[config.mk]
export PLATFORM = sky130hd
export DESIGN_NAME = ptw_ctrl
export DESIGN_NICKNAME = d
export VERILOG_FILES = /design/src/rtl/ptw_pkg.sv /design/src/rtl/ptw_ctrl.sv
export SDC_FILE = /design/constraint.sdc
export NUM_CORES = 1
export LEC_CHECK = 0
export ABC_AREA = 0
export BUFFER_PORTS_ARGS = -buffer_cell sky130_fd_sc_hd__buf_4
export CORE_AREA = 5 5 42 44
export DETAILED_ROUTE_END_ITERATION = 8
export DIE_AREA = 0 0 47 49
export PLACE_DENSITY = 0.61
export SLEW_MARGIN = 10
export SYNTH_ARGS = -nofsm -noshare
export SYNTH_HDL_FRONTEND = slang
export SYNTH_SLANG_ARGS = --single-unit
[constraint.sdc]
create_clock -name clk -period 1.9 [get_ports clk]
set_input_delay 0.38 -clock clk [delete_from_list [all_inputs] [get_ports clk]]
set_output_delay 0.38 -clock clk [all_outputs]
set_load 0.01 [all_outputs]
[src/rtl/ptw_pkg.sv]
`timescale 1ns / 1ps
// Shared types, constants and the table slot function of the page table walker.
// No dependencies.
package ptw_pkg;

	localparam int TABLE_FRAMES = 16;
	localparam int ENTRIES_PER_TABLE = 512;
	localparam int IDX_BITS = 9;
	localparam int STORE_DEPTH = TABLE_FRAMES * ENTRIES_PER_TABLE;
	localparam int FRAME_BITS = (TABLE_FRAMES > 1) ? $clog2(TABLE_FRAMES) : 1;
	localparam int SLOT_BITS = FRAME_BITS + IDX_BITS;

	localparam int PFN_BITS = 40;
	localparam int PADDR_BITS = 52;
	localparam int VADDR_BITS = 48;
	localparam int ENTRY_BITS = 64;
	localparam int ENTRY_INDEX_BITS = 13;

	localparam int BIT_PRESENT = 0;
	localparam int BIT_WRITABLE = 1;
	localparam int BIT_USER = 2;
	localparam int BIT_HUGE = 7;

	typedef enum logic [1:0] {
		KIND_WRITE,
		KIND_LOOKUP,
		KIND_UNMAP,
		KIND_RSVD
	} kind_t;

	typedef enum logic [2:0] {
		ST_OK,
		ST_ROOT_ZERO,
		ST_NOT_PRESENT,
		ST_HUGE,
		ST_USER,
		ST_WRITE,
		ST_OUTSIDE,
		ST_BAD_ADDR
	} status_t;

	typedef struct packed {
		logic                 clear;
		logic                 accept;
		logic                 first;
		logic [1:0]           level;
		logic                 advance;
		logic                 commit;
	} cmd_t;

	typedef struct packed {
		logic done;
		logic clear_last;
	} dp_status_t;

	typedef struct packed {
		logic                 ok;
		logic [SLOT_BITS-1:0] slot;
	} slot_res_t;

	function automatic slot_res_t slot_of(input logic [PFN_BITS-1:0] frame,
			input logic [IDX_BITS-1:0] idx, input logic [PFN_BITS-1:0] base);
		slot_res_t r;
		logic [PFN_BITS-1:0] rel;
		rel = frame - base;
		r.ok = (frame >= base) && (rel < PFN_BITS'(TABLE_FRAMES));
		r.slot = {rel[FRAME_BITS-1:0], idx};
		return r;
	endfunction

endpackage

[src/rtl/ptw_ctrl.sv]
`timescale 1ns / 1ps
// Walk controller: sequences clearing, prechecks, level reads and result commit.
// Depends on ptw_pkg.
module ptw_ctrl (
	input  logic              clk,
	input  logic              arst_n,
	input  logic              in_valid,
	output logic              in_stall,
	output logic              out_valid,
	input  logic              out_stall,
	input  ptw_pkg::dp_status_t st,
	output ptw_pkg::cmd_t     cmd
);
	import ptw_pkg::*;

	typedef enum logic [1:0] {
		S_CLEAR,
		S_IDLE,
		S_START,
		S_WALK
	} state_t;

	state_t     state_q;
	logic [1:0] level_q;
	logic       out_valid_q;
	logic       busy;
	logic       out_free;

	assign busy = (state_q == S_START) || (state_q == S_WALK);
	assign out_free = !out_valid_q || !out_stall;
	assign in_stall = (state_q != S_IDLE);
	assign out_valid = out_valid_q;

	always_comb begin
		cmd.clear = (state_q == S_CLEAR);
		cmd.accept = (state_q == S_IDLE) && in_valid;
		cmd.first = (state_q == S_START);
		cmd.level = level_q;
		cmd.advance = busy && !st.done;
		cmd.commit = busy && st.done && out_free;
	end

	always_ff @(posedge clk or negedge arst_n) begin
		if (!arst_n) begin
			state_q <= S_CLEAR;
			level_q <= 2'd0;
			out_valid_q <= 1'b0;
		end else begin
			if (cmd.commit) begin
				out_valid_q <= 1'b1;
			end else if (!out_stall) begin
				out_valid_q <= 1'b0;
			end
			unique case (state_q)
				S_CLEAR: begin
					if (st.clear_last) begin
						state_q <= S_IDLE;
					end
				end
				S_IDLE: begin
					if (cmd.accept) begin
						state_q <= S_START;
					end
				end
				S_START: begin
					if (cmd.commit) begin
						state_q <= S_IDLE;
					end else if (cmd.advance) begin
						level_q <= 2'd0;
						state_q <= S_WALK;
					end
				end
				S_WALK: begin
					if (cmd.commit) begin
						state_q <= S_IDLE;
					end else if (cmd.advance) begin
						level_q <= level_q + 2'd1;
					end
				end
			endcase
		end
	end

endmodule

# [After elaboration in Yosys (flattened, before gate mapping)]
# Cells that the tools add are included.
# Widths: inputs -> output; s select.
[classes] n_reduce_logical=13 n_eq_ne=13 add_sub_neg=1 n_mux=13
[ops] operator="$mux 2" count=9
[ops] operator="$ne 2x2->1 const B" count=7
[ops] operator="$pmux 2 s4" count=1
[ops] operator="$reduce_and 5->1" count=1
[ops] operator="$eq 2x2->1 const B" count=2
[ops] operator="$logic_and 1x1->1" count=4
[ops] operator="$ne 2x1->1 const B" count=2
[ops] operator="$pmux 2 s2" count=1
[ops] operator="$reduce_and 4->1" count=1
[ops] operator="$logic_not 1->1" count=3
[ops] operator="$ne 3x3->1 const B" count=1
[ops] operator="$add 2x1->2 const B" count=1
[ops] operator="$eq 2x1->1 const B" count=1
[ops] operator="$logic_not 2->1" count=1
[ops] operator="$logic_or 1x1->1" count=2
[ops] operator="$mux 1" count=2
[ops] operator="$reduce_bool 2->1" count=1
[totals] reg_bits=5 word_cells=43 output_inout_bits=9

# [Logic depth before layout (Yosys ltp)]
# Gate-level depths: netlist (run 1).
[logic_depth] depth_word=6 mapped_depth=5

# [Least setup slack after synthesis (run 1)]
# No wires, ideal clock.
[synth_timing] path_type="reg2reg" startpoint="reg state_q[0]" endpoint="reg state_q[0]" period_less_slack_ns=1.538 n_path_buf=0 arrival_time_ns=1.458 path_slack_ns=0.362 path_stages_with_launch=6 required_time_ns=1.821 path_cell_list="dfrtp_1 > inv_1 > ha_1 > and4_2 > a2111oi_4 > mux2i_1"
[synth_lines] element="start: declaration" line_no="ptw_ctrl.sv:23" source="state_t state_q;"
[synth_lines] element="start signal: assignment" line_no="ptw_ctrl.sv:45" source="state_q <= S_CLEAR;"
[synth_lines] element="start signal: assignment" line_no="ptw_ctrl.sv:57" source="state_q <= S_IDLE;"
[synth_lines] element="start signal: assignment" line_no="ptw_ctrl.sv:62" source="state_q <= S_START;"

==> summary.md, run 1 <==
| Metric | Value |
|---|---|
| Number of global-route vias before repair | 333 |
| LEAKAGE | 0.000275 uW |
| Fin Setup TNS | 0 ps |
| Min-delay worst type | input port to register |
| Gr ovfl total | 0 |
| WP buf/inv | 2 |
| Synth cell count leaders | inv_1 (6), dfrtp_1 (5), ha_1 (4), nand2_1 (4) |
| Tcrit/Tclk final | 91.3% |
| ANT cells | 0 |
| CP Launch Type | register |
| Drt wl/cell | 11.0 um |
| CTS tree | done |
| Synth Cell Area | ~360 um^2 |
| DRT antenna net count | 0 |
| Clock Skews | 5.95 ps |
| Worst Path Arrival | 1360 ps |
| Hold Crit Start | st[1] |
| Placed cells | 66 |
| DR vias | 305 |
| Setup WS post-layout | 165 ps |
| Status | finished clean |
| Mapped Cells | 36 |
| Critical Path RT | 1520 ps |
| Drt total wl | about 800 um |
| Row count | 14 |
| Max_cap viols | 0 |
| FFs w/ async S/R, synth | 100% |
| Synth top area cells | dfrtp_1 (35%), ha_1 (14%), a2111oi_4 (7.6%) |
| Die area | 0.00230 mm^2 |
| Port Buf Inserts | 14 |
| DRT Pass-1 Iters | 1 |
| Max Clock Freq | between 500 and 600 MHz |
| CTS max path bufs | 2 |
| Layout Nets | 66 |
| Pwr Total | 790 uW |
| Worst-Margin Slew | 325 ps |
| Post-Syn Nets | 46 |
| CP max-delay cell | dfrtp_1 |
| Routed wl met2 | 350 um |
| EDFF count, synth | 0 |
| CP delay by family, top | flip-flops |
| Antenna violations before repair | 0 |
| Clk sinks | 5 |
| Final min period | 1740 ps |
| Finished Layout Cells | 71 |
| CP startpoint | state_q[0]$_DFFE_PN0P_ |
| Core area | 0.00140 mm^2 |
| Clock root cell | clkbuf_4 |
| Final Cell Area | between 500 and 600 um^2 |
| Maximum VDD drop | 742 uV |
| Largest net degree at the start of global routing | 7 |
| Initial detailed-routing violation count | 0 |
| GR Util All Layers | 9.41% |
| Chip Width | roughly 47 um |
| Clock slew at reported path FFs | 50 ps |
| Worst skew pair latency | 250 ps |
| Main synth FF type | dfrtp_1 |
| Die height | 49 um |
| Layout cells sized above 1 | 38.2% |
| YS warnings | 0 |
| Max layer used | met4 |
| Placer Congestion | 0.670 |
| Drt via density | 4.30 |
| CP cell instances | ha_1, o21bai_1, inv_1, buf_4 |
| Placed Area | 485 um^2 |
| Final hold violations | 0 |
| Post-DP HPWL | between 600 and 700 um |
| Starting Density | about a quarter |
| Area grow syn2layout | 45.5% |
| CTS buffer count | 3 |
| Post-Place Setup Slack | 234 ps |
| Synth cell types | 16 |
| Synth area leader | dfrtp_1 |
| H-tree levels | 1 |
| Slew headroom | 78.4% |
| CP Class | register to primary output |
| RSZ-0062 raised after global routing | false |
| Setup violators final | 0 |
| Most frequent cell after synthesis | inv_1 |
| First-pass GRT wire length | 1410 um |
| Crit-path max FO | 4 |
| DRC | 0 |
| CP Capture Type | primary output |
| Register area share after synthesis | 34.7% |
| Yosys top cell area share | 34.7% |
| Avg Cell Area, Syn | around 10 um^2 |
| Synthesized flop and latch total | 5 |
| I/O pin cnt | 15 |
| Met1 WL | 315 um |
| DR WL met3 | 91 um |
| Pins Over Slew Limit | 0 |
| Cell Pwr Density | 1510 mW/mm^2 |
| Reg-to-reg critical path startpoint | state_q[0]$_DFFE_PN0P_ |
| Worst path max stage delay | 390 ps |
-- cell families (layout without fill, tap and decap cells) --
kind of cell	after synthesis	count (layout)	share of synthesized area [%]
mux	2	2	5.56
flops	5	5	34.7
simple gates	10	10	16.0
buf+inv	6	25	6.25
fa+ha+maj	4	4	13.9
compound gates	9	9	23.6
-- final timing paths --
path | to | slack, ps | depth (start not counted)
max | cmd[1] | 160 | 4
min | level_q[0]$_DFFE_PN0P_ | 350 | 2
max reg2reg | state_q[1]$_DFFE_PN0P_ | 300 | 5
min reg2reg | level_q[0]$_DFFE_PN0P_ | 510 | 1
max in group asynchronous | state_q[1]$_DFFE_PN0P_ | 1310 | 2
min in group asynchronous | level_q[0]$_DFFE_PN0P_ | 470 | 2
-- worst reg2reg max path: stages (launching register included) --
cell and delay [ps]:
dfrtp_1 360, inv_1 90, ha_2 210, and4_2 200
a2111oi_4 380, mux2i_1 260
-- layout by cell type (no fill, tap or decap), drive strengths merged, types with 2 or more instances in the layout --
cell	instances
a21oi	2
and2	2
buf	14
clkbuf	4
dfrtp	5
ha	4
inv	6
mux2i	2
nand2	4
nor2b	2
o21ai	2
-- state kept, by name, indices dropped and copies added (netlist names) --
register	cells
level_q	2
out_valid	1
state_q	2
-- per-layer routing --
metal | track usage [%] | vias up
met2 | 12.4 | 12
met1 | 9.35 | 128
met3 | 7.75 | 5
li1 | - | 160
met4 | 6.91 | 0
met5 | 0 | -
-- final cells by class --
cell class / count / area (um^2)
flip-flops and latches: 5 / 125
repair buffers: 15 / 115
inverters: 6 / 22.5
multi-input cells: 25 / 215
fillers: 157 / 877
well taps: 16 / 20.0
clock buffers: 4 / 26.3
-- through the flow --
stage,util (%),hold slack (ps)
6_report,37.4,351
5_1_grt,37.4,346
4_1_cts,37.2,344
3_5_place_dp,34.6,186
3_3_place_gp,34.6,186
2_1_floorplan,-,84.4
-- where the power goes --
group          internal (uW)  leakage, uW  total, uW  switching, uW
clock                   79.6    0.0000150        127           47.1
combinational            237     0.000198        459            222
sequential               157    0.0000626        205           47.6
-- what timing repair did --
action / 4_1_cts / 5_1_grt
setup buffers: 0 / 0
hold endpoints to repair: 5 / 0
hold buffers: 1 / 0
resized for setup: 0 / 2
endpoints found under the setup margin: 0 / 2
Power figures use the tool's default switching activity.
==> run 2: changes to the inputs <==
--- a/config.mk
+++ b/config.mk
@@ -8,6 +8,7 @@
 export ABC_AREA = 0
 export BUFFER_PORTS_ARGS = -buffer_cell sky130_fd_sc_hd__buf_4
 export CORE_AREA = 5 5 42 44
+export CTS_BUF_LIST = sky130_fd_sc_hd__clkbuf_8
 export DETAILED_ROUTE_END_ITERATION = 8
 export DIE_AREA = 0 0 47 49
 export PLACE_DENSITY = 0.61
==> run 2 against run 1 <==
Net effect: via count is 0.66% lower; worst setup slack worse by 16 ps; combinational power hardly changed; clock skew is 2.4 ps lower; clock power is 52% higher; global-route usage is 0.21 points lower; hold slack better by 28 ps; power is 8.1% higher; maximum frequency is 0.90% lower; critical endpoint unchanged; largest power group unchanged; highest routed layer unchanged.
==> summary.md, run 2 (same netlist as run 1, synthesis figures left out) <==
| Metric | Value |
|---|---|
| DRT Pass-1 Iters | 1 |
| Maximum VDD drop | 577 uV |
| DRT antenna net count | 0 |
| Number of global-route vias before repair | 333 |
| Setup violators final | 0 |
| LEAKAGE | 0.000289 uW |
| CTS buffer count | 3 |
| Starting Density | approximately 26% |
| Multi-input gate area | 213 um^2 |
| Layout Nets | between 60 and 70 |
| Min-delay worst type | input port to register |
| R2R depth | 5 |
| Worst-Margin Slew | 326 ps |
| Area grow syn2layout | 50.0% |
| Clock Skews | 3.51 ps |
| Slew headroom | between 70% and 80% |
| # fillers | 152 |
| DR vias | just over 300 |
| Worst Path Arrival | 1370 ps |
| I/O pin cnt | 15 |
| Reg-to-reg critical path startpoint | state_q[0]$_DFFE_PN0P_ |
| Final hold violations | 0 |
| Worst skew pair latency | 230 ps |
| Setup slack, reg-to-reg | 260 ps |
| Drt via density | between 4 and 5 |
| Final min period | 1750 ps |
| Clock slew at reported path FFs | 40 ps |
| Critical Path RT | 1520 ps |
| Drt total wl | 788 um |
| Fin Setup TNS | 0 ps |
| Pwr Total | roughly 850 uW |
| ANT cells | 0 |
| H-tree levels | 1 |
| Initial detailed-routing violation count | 0 |
| Post-DP HPWL | 622 um |
| Drt wl/cell | roughly 11 um |
| CP Capture Type | primary output |
| Reg2Reg Capture Point | state_q[1]$_DFFE_PN0P_ |
| Commonest non-fill, non-tap cell in the layout | buf_4 |
| RSZ-0062 raised after global routing | false |
| Max Clock Freq | 571 MHz |
| Max_cap viols | 0 |
| Placer Congestion | 0.670 |
| Register area | 125 um^2 |
| Layout cells sized above 1 | a little over a third |
| Gr ovfl total | 0 |
| Chip Width | 47 um |
| Tcrit/Tclk final | 92.2% |
| Port Buf Inserts | 14 |
| CP Class | register to primary output |
| Layout Utilization | 38.6% |
| Cell Pwr Density | around 1600 mW/mm^2 |
| CP Launch Type | register |
| Core area | 0.00140 mm^2 |
| Hold path depth | 2 |
| Post-CTS Setup Inserts | 0 |
| GR Util All Layers | 9.19% |
| Most frequent cells in the layout | buf_4 (14), inv_1 (7), dfrtp_1 (5), nand2_1 (4), ha_1 (4) |
| Antenna violations before repair | 0 |
| Crit-path max FO | 5 |
| CP Capture Point | cmd[1] |
| Die height | 49 um |
| Status | finished clean |
| Die area | between 0.002 and 0.0025 mm^2 |
| Clock root cell | clkbuf_8 |
| Row count | 14 |
| Clk sinks | 5 |
| First-pass GRT wire length | 1410 um |
| CTS max path bufs | 2 |
| Largest net degree at the start of global routing | 7 |
| Pins Over Slew Limit | 0 |
| DRC | 0 |
| CP startpoint | state_q[0]$_DFFE_PN0P_ |
| CTS tree | done |
==> run 2: cell count changes in the layout (fill, tap and decap cells not counted) <==
cell and change:
ha_1 +1, inv_1 +1, clkbuf_4 -3, clkbuf_1 -1, ha_2 -1, clkbuf_8 +3
==> run 2: worst min path at each step <==
| stage | start | endpoint |
|---|---|---|
| finish | st[1] | level_q[0]$_DFFE_PN0P_ |
| global route | st[1] | level_q[0]$_DFFE_PN0P_ |
| CTS | st[1] | level_q[0]$_DFFE_PN0P_ |
| detailed placement | arst_n | level_q[1]$_DFFE_PN0P_ |
| global placement | arst_n | level_q[1]$_DFFE_PN0P_ |
| floorplan | arst_n | level_q[0]$_DFFE_PN0P_ |
==> run 2: cell type report <==
cell class / instances / area share [%]
clock buffer: 3 / 7.64
clock inverter: 1 / 0.694
inverter: 6 / 4.17
multi-input combinational: 25 / 39.4
sequential: 5 / 23.1
tap: 16 / 3.70
timing repair buffer: 15 / 21.3
==> run 2: metrics by stage <==
stage | worst slack (ps) | cell area (um^2) | hold slack (ps) | cells
global placement | 285 | 485 | 186 | 66
floorplan | 362 | 360 | 84.4 | 36
detailed placement | 234 | 485 | 186 | 66
CTS | 107 | 541 | 374 | 71
global route | 28.3 | 541 | 387 | 71
finish | 149 | 541 | 379 | 71
==> run 2: power by group <==
part | leakage [uW] | internal [uW] | switching [uW]
logic | 0.000200 | 235 | 221
registers | 0.0000626 | 157 | 47.1
clock network | 0.0000269 | 139 | 54.4
total | 0.000289 | 531 | 323
==> run 2: per-layer routing <==
layer  part of all wire [%]  GRT usage [%]  up-vias
li1                       -              -      158
met1                     40           9.35      128
met2                     45           12.4       12
met3                     11           6.64        5
met4                    3.7           6.91        0
met5                      0              0        -
==> run 2: what timing repair did <==
action / 4_1_cts / 5_1_grt
gates resized for setup: 0 / 1
endpoints found under the hold margin: 5 / 0
endpoints found under the setup margin: 0 / 1
hold buffers: 1 / 0
==> run 2: worst max-delay path, stage by stage, from the launching register on <==
cell and delay, ps:
dfrtp_1 360, inv_1 80, ha_1 250, o21bai_1 250, inv_1 60, buf_4 140
